<file path="src/hdl/fiin_pkg.sv">
// fiin_pkg: shared types, md5 round tables and helper functions
// used by the round cells, the digest stage and the top level
`default_nettype none

package fiin_pkg;

	localparam logic [31:0] IV_A = 32'h67452301;
	localparam logic [31:0] IV_B = 32'hefcdab89;
	localparam logic [31:0] IV_C = 32'h98badcfe;
	localparam logic [31:0] IV_D = 32'h10325476;
	localparam logic [31:0] PAD_WORD = 32'h00000080;
	localparam logic [31:0] LEN_WORD = 32'd96;
	localparam int unsigned SCAN_OFFSETS = 13;

	typedef struct packed {
		logic [31:0] a;
		logic [31:0] b;
		logic [31:0] c;
		logic [31:0] d;
		logic [31:0] t;
		logic [31:0] cell_id;
		logic [31:0] volume_id;
		logic [31:0] vnode_id;
	} md_stage_t;

	typedef struct packed {
		logic [127:0] digest;
		logic [31:0]  fallback;
		logic         vnode_lsb;
	} fin_word_t;

	function automatic logic [31:0] md_k(input logic [5:0] r);
		logic [31:0] k;
		unique case (r)
			6'd0:  k = 32'hd76aa478;  6'd1:  k = 32'he8c7b756;
			6'd2:  k = 32'h242070db;  6'd3:  k = 32'hc1bdceee;
			6'd4:  k = 32'hf57c0faf;  6'd5:  k = 32'h4787c62a;
			6'd6:  k = 32'ha8304613;  6'd7:  k = 32'hfd469501;
			6'd8:  k = 32'h698098d8;  6'd9:  k = 32'h8b44f7af;
			6'd10: k = 32'hffff5bb1;  6'd11: k = 32'h895cd7be;
			6'd12: k = 32'h6b901122;  6'd13: k = 32'hfd987193;
			6'd14: k = 32'ha679438e;  6'd15: k = 32'h49b40821;
			6'd16: k = 32'hf61e2562;  6'd17: k = 32'hc040b340;
			6'd18: k = 32'h265e5a51;  6'd19: k = 32'he9b6c7aa;
			6'd20: k = 32'hd62f105d;  6'd21: k = 32'h02441453;
			6'd22: k = 32'hd8a1e681;  6'd23: k = 32'he7d3fbc8;
			6'd24: k = 32'h21e1cde6;  6'd25: k = 32'hc33707d6;
			6'd26: k = 32'hf4d50d87;  6'd27: k = 32'h455a14ed;
			6'd28: k = 32'ha9e3e905;  6'd29: k = 32'hfcefa3f8;
			6'd30: k = 32'h676f02d9;  6'd31: k = 32'h8d2a4c8a;
			6'd32: k = 32'hfffa3942;  6'd33: k = 32'h8771f681;
			6'd34: k = 32'h6d9d6122;  6'd35: k = 32'hfde5380c;
			6'd36: k = 32'ha4beea44;  6'd37: k = 32'h4bdecfa9;
			6'd38: k = 32'hf6bb4b60;  6'd39: k = 32'hbebfbc70;
			6'd40: k = 32'h289b7ec6;  6'd41: k = 32'heaa127fa;
			6'd42: k = 32'hd4ef3085;  6'd43: k = 32'h04881d05;
			6'd44: k = 32'hd9d4d039;  6'd45: k = 32'he6db99e5;
			6'd46: k = 32'h1fa27cf8;  6'd47: k = 32'hc4ac5665;
			6'd48: k = 32'hf4292244;  6'd49: k = 32'h432aff97;
			6'd50: k = 32'hab9423a7;  6'd51: k = 32'hfc93a039;
			6'd52: k = 32'h655b59c3;  6'd53: k = 32'h8f0ccc92;
			6'd54: k = 32'hffeff47d;  6'd55: k = 32'h85845dd1;
			6'd56: k = 32'h6fa87e4f;  6'd57: k = 32'hfe2ce6e0;
			6'd58: k = 32'ha3014314;  6'd59: k = 32'h4e0811a1;
			6'd60: k = 32'hf7537e82;  6'd61: k = 32'hbd3af235;
			6'd62: k = 32'h2ad7d2bb;  6'd63: k = 32'heb86d391;
		endcase
		return k;
	endfunction

	function automatic logic [4:0] md_s(input logic [5:0] r);
		logic [4:0] s;
		unique case ({r[5:4], r[1:0]})
			4'b0000: s = 5'd7;   4'b0001: s = 5'd12;
			4'b0010: s = 5'd17;  4'b0011: s = 5'd22;
			4'b0100: s = 5'd5;   4'b0101: s = 5'd9;
			4'b0110: s = 5'd14;  4'b0111: s = 5'd20;
			4'b1000: s = 5'd4;   4'b1001: s = 5'd11;
			4'b1010: s = 5'd16;  4'b1011: s = 5'd23;
			4'b1100: s = 5'd6;   4'b1101: s = 5'd10;
			4'b1110: s = 5'd15;  4'b1111: s = 5'd21;
		endcase
		return s;
	endfunction

	// message word index used by round r
	function automatic logic [3:0] md_g(input logic [5:0] r);
		logic [7:0] g;
		unique case (r[5:4])
			2'd0: g = {2'b00, r};
			2'd1: g = {2'b00, r} * 8'd5 + 8'd1;
			2'd2: g = {2'b00, r} * 8'd3 + 8'd5;
			2'd3: g = {2'b00, r} * 8'd7;
		endcase
		return g[3:0];
	endfunction

	// the single padded block: three id words, pad byte, bit length
	function automatic logic [31:0] md_msg(input logic [3:0] g, input md_stage_t st);
		logic [31:0] m;
		unique case (g)
			4'd0:    m = st.cell_id;
			4'd1:    m = st.volume_id;
			4'd2:    m = st.vnode_id;
			4'd3:    m = PAD_WORD;
			4'd14:   m = LEN_WORD;
			default: m = '0;
		endcase
		return m;
	endfunction

	function automatic logic [31:0] rotl32(input logic [31:0] x, input logic [4:0] s);
		logic [63:0] w;
		w = {x, x} << s;
		return w[63:32];
	endfunction

endpackage

`default_nettype wire

</file>
<file path="src/hdl/fiin_digest.sv">
// fiin_digest: final md5 feed-forward and fallback number
// depends on fiin_pkg for the iv constants and stage types
`default_nettype none

module fiin_digest (
	input  wire logic               clk,
	input  wire logic               arst_n,
	input  wire logic               adv,
	input  wire logic               in_valid,
	input  wire fiin_pkg::md_stage_t in_st,
	output logic                    out_valid,
	output fiin_pkg::fin_word_t     out_word
);
	import fiin_pkg::*;

	logic      valid_q;
	fin_word_t word_q;
	fin_word_t nxt;

	always_comb begin
		nxt.digest    = {IV_D + in_st.d, IV_C + in_st.c, IV_B + in_st.b, IV_A + in_st.a};
		nxt.fallback  = {in_st.volume_id[15:0], 16'h0000} + in_st.vnode_id;
		nxt.vnode_lsb = in_st.vnode_id[0];
	end

	always_ff @(posedge clk or negedge arst_n) begin
		if (!arst_n) begin
			valid_q <= 1'b0;
		end else if (adv) begin
			valid_q <= in_valid;
		end
	end

	always_ff @(posedge clk) begin
		if (adv) begin
			word_q <= nxt;
		end
	end

	assign out_valid = valid_q;
	assign out_word  = word_q;

endmodule

`default_nettype wire

</file>
<file path="config.mk">
export PLATFORM = sky130hd
export DESIGN_NAME = fiin_digest
export DESIGN_NICKNAME = d
export VERILOG_FILES = /design/src/hdl/fiin_pkg.sv /design/src/hdl/fiin_digest.sv
export SDC_FILE = /design/constraint.sdc
export NUM_CORES = 1
export LEC_CHECK = 0
export BUFFER_PORTS_ARGS = -buffer_cell sky130_fd_sc_hd__buf_2
export CAP_MARGIN = 20
export CORE_AREA = 2 2 162 164
export DETAILED_ROUTE_END_ITERATION = 10
export DIE_AREA = 0 0 164 166
export SKIP_LAST_GASP = 1
export SYNTH_ARGS = -nofsm -noshare
export SYNTH_HDL_FRONTEND = slang
export SYNTH_SLANG_ARGS = --single-unit
</file>
<file path="constraint.sdc">
create_clock -name clk -period 1.2 [get_ports clk]
set_clock_uncertainty 0.15 [all_clocks]
set_input_delay 0.24 -clock clk [delete_from_list [all_inputs] [get_ports clk]]
set_output_delay 0.24 -clock clk [all_outputs]
set_load 0.1 [all_outputs]
</file>
Word level (Yosys, flattened, before mapping)
Index checks and enable logic that the tools add are counted.
Storage, ports and cells
  output and inout port bits: 162
  word-level logic and storage cells: 9
  register bits after elaboration: 162
  input port bits: 260
Operators by class
  add/subtract/negate cells: 5
Operator list (count)
  $add 32x32->32 const A: 2
  $add 29x32->32 const A: 1
  $add 31x32->32 const A: 1
  $add 32x32->32: 1

Longest topological paths before layout
  depth after elaboration: 1
  gate-level depth with buffers: 9
  mapped depth without buffers: 9

Worst setup path before layout
OpenSTA, ideal clock, no wires.
  path type: input-to-reg
  start point: input in_st[16] (netlist name)
  end point: register word_q, in the netlist out_word[29], data pin
  required time: 0.790 ns
  stages: 9
  library setup time: 0.260 ns
  slack: -0.965 ns
  arrival: 1.755 ns
  buffers on the path: 0
  path through: ha_1 > inv_1 > fa_1 > nand2b_1 > a21oi_1 > o31ai_1 > o21ai_0 > o41a_1 > xor2_1
RTL lines
  start: declaration: line fiin_digest.sv:10  | input wire fiin_pkg::md_stage_t in_st,
  end signal: assignment: line fiin_digest.sv:36  | word_q <= nxt;
  end: declaration: line fiin_digest.sv:17  | fin_word_t word_q;

==> results by group <==
Outcome
  – Run status: finished, violations left
  – Failing checks: negative setup slack

Finish
  – FF/Latch Area: 4830 um2
  – Post-route core utilization: roughly two thirds
  – Fillers: around 1700
  – Cell Count, Final, Fillers Out: around 1700
  – Layout cells sized above 1: a little over 60%
  – Final nets: between 1500 and 2000
  – Fin area: ~17000 um2
  – Layout area overhead: 114%
  – Multi-input gate area: approximately 4400 um2

STA
  – Fin. max-slew vios: 0
  – RSZ-0062 raised after global routing: yes
  – Post-route clock period utilization: 151%
  – Final Critical Period: between 1500 and 2000 ps
  – Final hold viol count: 0
  – Max-slew headroom: between 60% and 70%
  – Slew @ Worst Pin: around 500 ps
  – Final setup viols: 254
  – Final worst setup slack: -610 ps
  – Hold_ws: around 18 ps
  – Max frequency: roughly 550 MHz

Setup path
  – Worst R2R Path Depth: 1
  – Worst Path Arrival: 1840 ps
  – Crit path required time: 1230 ps
  – Max stage delay on crit path: approximately 550 ps
  – Slowest CP cell: or4_4
  – Worst path cell trace: buf_6 > or4_4 > o41ai_4 > buf_4 > a31oi_4 > o21ai_1 > nand2b_1 > xnor2_1
  – Crit start category: input pin
  – Flop2flop setup slack: about 220 ps
  – R2R Path End: out_valid
  – Reg2Reg Launch Point: out_valid
  – Number of buffers and inverters on the critical path: 2
  – Crit-path max FO: 3
  – Worst Setup End Kind: flip-flop
  – Levels on crit path: 8
  – Crit path max-delay family: simple AND/OR/NAND/NOR gates
  – Crit path kind: in2reg

CTS
  – H-tree depth: 4
  – CTS sink count: around 160
  – Worst-path clk slew: about 70 ps
  – Worst-Skew Late Latency: roughly 410 ps
  – TritonCTS buffer count: 17
  – Clock Root Buffer: clkbuf_16
  – CTS tree: built
  – Clock Tree Buf Depth: 2

Route
  – Initial drt markers: approximately 410
  – Vias per cell: 4.71
  – Number of remaining DRC errors: 0
  – First-pass DRT Iterations: 4
  – Routed WL: 28200 um
  – Post-DRT Antenna Nets: 0
  – Drt wl/cell: roughly 17 um
  – Vias: a little under 8000

Hold path
  – Hold EP: out_word[106]
  – Worst hold start: in_st[169]
  – Hold Path Class: in2reg
  – Hold depth: 2

Place
  – Gpl congestion: about 0.85
  – HPWL Detailed: ~21000 um
  – DP Area: 14900 um2
  – Placed cell count: between 1500 and 2000
  – PortBufs: roughly 340

Power
  – PD cells: around 1300 nW/um2
  – Leakage: around 7.3 nW
  – Power, Total: about 0.023 W
  – Max IR drop VDD: 0.000794 V

Floorplan
  – IO Pins: 422
  – Core Region: between 20000 and 30000 um2
  – Initial Util: a little under a third
  – Die H: ~170 um
  – Die span in x: roughly 160 um
  – Total die area: roughly 27000 um2
  – FP Rows: slightly below 60

Global routing
  – Largest net degree at the start of global routing: 42
  – GRT Total Usage: between 10% and 20%
  – First-pass GRT wire length: 42200 um
  – Antenna violations before repair: 1
  – Vias in the first global route: 8257
  – Total global routing overflow: 0

Yosys
  – Synth Instances: around 650
  – YS warnings: 0
  – Register area share after synthesis: approximately three fifths
  – Synth Area per Inst: approximately 12 um2
  – Post-synth cell types: 66
  – Most used DFF post-synth: edfxtp_1
  – EDFF count, synth: between 150 and 200
  – Asr flop ratio synth: less than 1%
  – Post-synth net total: 931
  – Mapped Area: between 8000 and 9000 um2
  – Yosys reg bits: roughly 160

Job
  – Maxcap violations: 0
==> per-layer routing <==
metal | up-vias | part of all wire (%) | global-route usage, %
met1 | 3758 | 35 | 20.4
met3 | 50 | 8.2 | 6.64
met4 | 0 | 2.8 | 7.13
met2 | 284 | 54 | 37.4
li1 | 3727 | - | -
met5 | - | 0 | 0
==> timing repair <==
action,in CTS,in global routing
cloned,0,0
setup buffers,41,23
resized for setup,159,96
pin swaps,86,82
hold buffers,39,0
endpoints found under the hold margin,38,0
endpoints found under the setup margin,250,260
==> power breakdown <==
part           total [W]  switching (W)  internal, W
Combinational     0.0100        0.00608      0.00396
Clock            0.00546        0.00236      0.00310
Sequential       0.00744       0.000483      0.00696
==> metrics by stage <==
step	TNS, ps	setup slack, ps
6_report	-61420	-610
3_3_place_gp	-76500	-1120
3_5_place_dp	-78880	-1120
4_1_cts	-60670	-588
2_1_floorplan	-55410	-889
5_1_grt	-70620	-663
==> cells in the mapped netlist, types with 2 or more instances <==
| cell type | number | area, um2 |
|---|---|---|
| a211oi_2 | 2 | 25.0 |
| a21boi_0 | 2 | 15.0 |
| a21o_1 | 7 | 52.6 |
| a21oi_1 | 31 | 155 |
| a311oi_1 | 2 | 17.5 |
| a31o_2 | 3 | 26.3 |
| a31oi_1 | 8 | 50.1 |
| a41oi_1 | 2 | 17.5 |
| and2_1 | 4 | 25.0 |
| and3_1 | 7 | 43.8 |
| buf_4 | 2 | 15.0 |
| edfxtp_1 | 160 | 4800 |
| ha_1 | 19 | 238 |
| inv_1 | 27 | 101 |
| nand2_1 | 52 | 195 |
| nand2b_1 | 12 | 75.1 |
| nand3_1 | 21 | 105 |
| nand4_1 | 3 | 18.8 |
| nor2_1 | 46 | 173 |
| nor2b_1 | 7 | 43.8 |
| nor3_1 | 13 | 65.1 |
| nor3b_1 | 2 | 15.0 |
| nor4_2 | 3 | 37.5 |
| o211ai_1 | 3 | 22.5 |
| o21a_1 | 9 | 67.6 |
| o21ai_0 | 20 | 100 |
| o21ai_1 | 9 | 45.0 |
| o21bai_1 | 8 | 60.1 |
| o31ai_1 | 3 | 22.5 |
| o31ai_2 | 2 | 25.0 |
| or2_2 | 3 | 18.8 |
| or4_1 | 4 | 30.0 |
| xnor2_1 | 72 | 631 |
| xor2_1 | 51 | 447 |
==> layout make-up <==
type | instances | area share [%]
antenna | 1 | 0.0144
clock buffer | 18 | 2.47
clock inverter | 14 | 0.884
inverter | 27 | 0.812
multi-input combinational | 459 | 25.2
sequential | 161 | 27.7
tap | 335 | 2.41
timing repair buffer | 646 | 40.5
==> layout by cell type (no fill, tap or decap), drive strengths merged, types with 3 or more instances in the layout <==
cell type    instances
o211ai               4
o21ai               29
a31oi                8
a211oi               3
nand2               52
nor2                46
nand3               21
clkbuf              18
ha                  19
o21bai               8
nand4                3
buf                607
nand2b              12
xor2                51
xnor2               72
or2                  3
a21oi               31
a31o                 3
and2                 4
a21o                 7
dlygate4sd3         39
or4                  5
nor4                 4
o31ai                6
and3                 8
nor2b                7
a21boi               3
clkinv               5
o21a                 9
nor3                14
edfxtp             160
inv                 32
==> cell families (layout without fill, tap and decap cells) <==
logic type,Yosys count,in the layout,synth area share (%)
xor gates and xnor gates,123,123,13.3
buffers and inverters,31,705,1.54
muxes,1,1,0.138
adders and majority gates,20,20,3.17
AOI/OAI and AO/OA,129,129,11.2
DFF,161,161,59.4
and+or+nand+nor,186,186,11.3
other,0,1,0
==> worst max path at each step <==
stage / start / endpoint / slack, ps
3_3_place_gp: in_st[130] / out_word[160] / -1120
5_1_grt: in_st[165] / out_word[117] / -660
6_report: in_st[165] / out_word[117] / -610
2_1_floorplan: in_st[130] / out_word[160] / -890
3_5_place_dp: in_st[130] / out_word[160] / -1120
4_1_cts: in_st[165] / out_word[127] / -590
==> registers in the layout, summed over array words and instances (netlist names) <==
| register | count |
|---|---|
| out_word | 160 |
| out_valid | 1 |
Note: power is estimated with default switching activity, not from simulation.
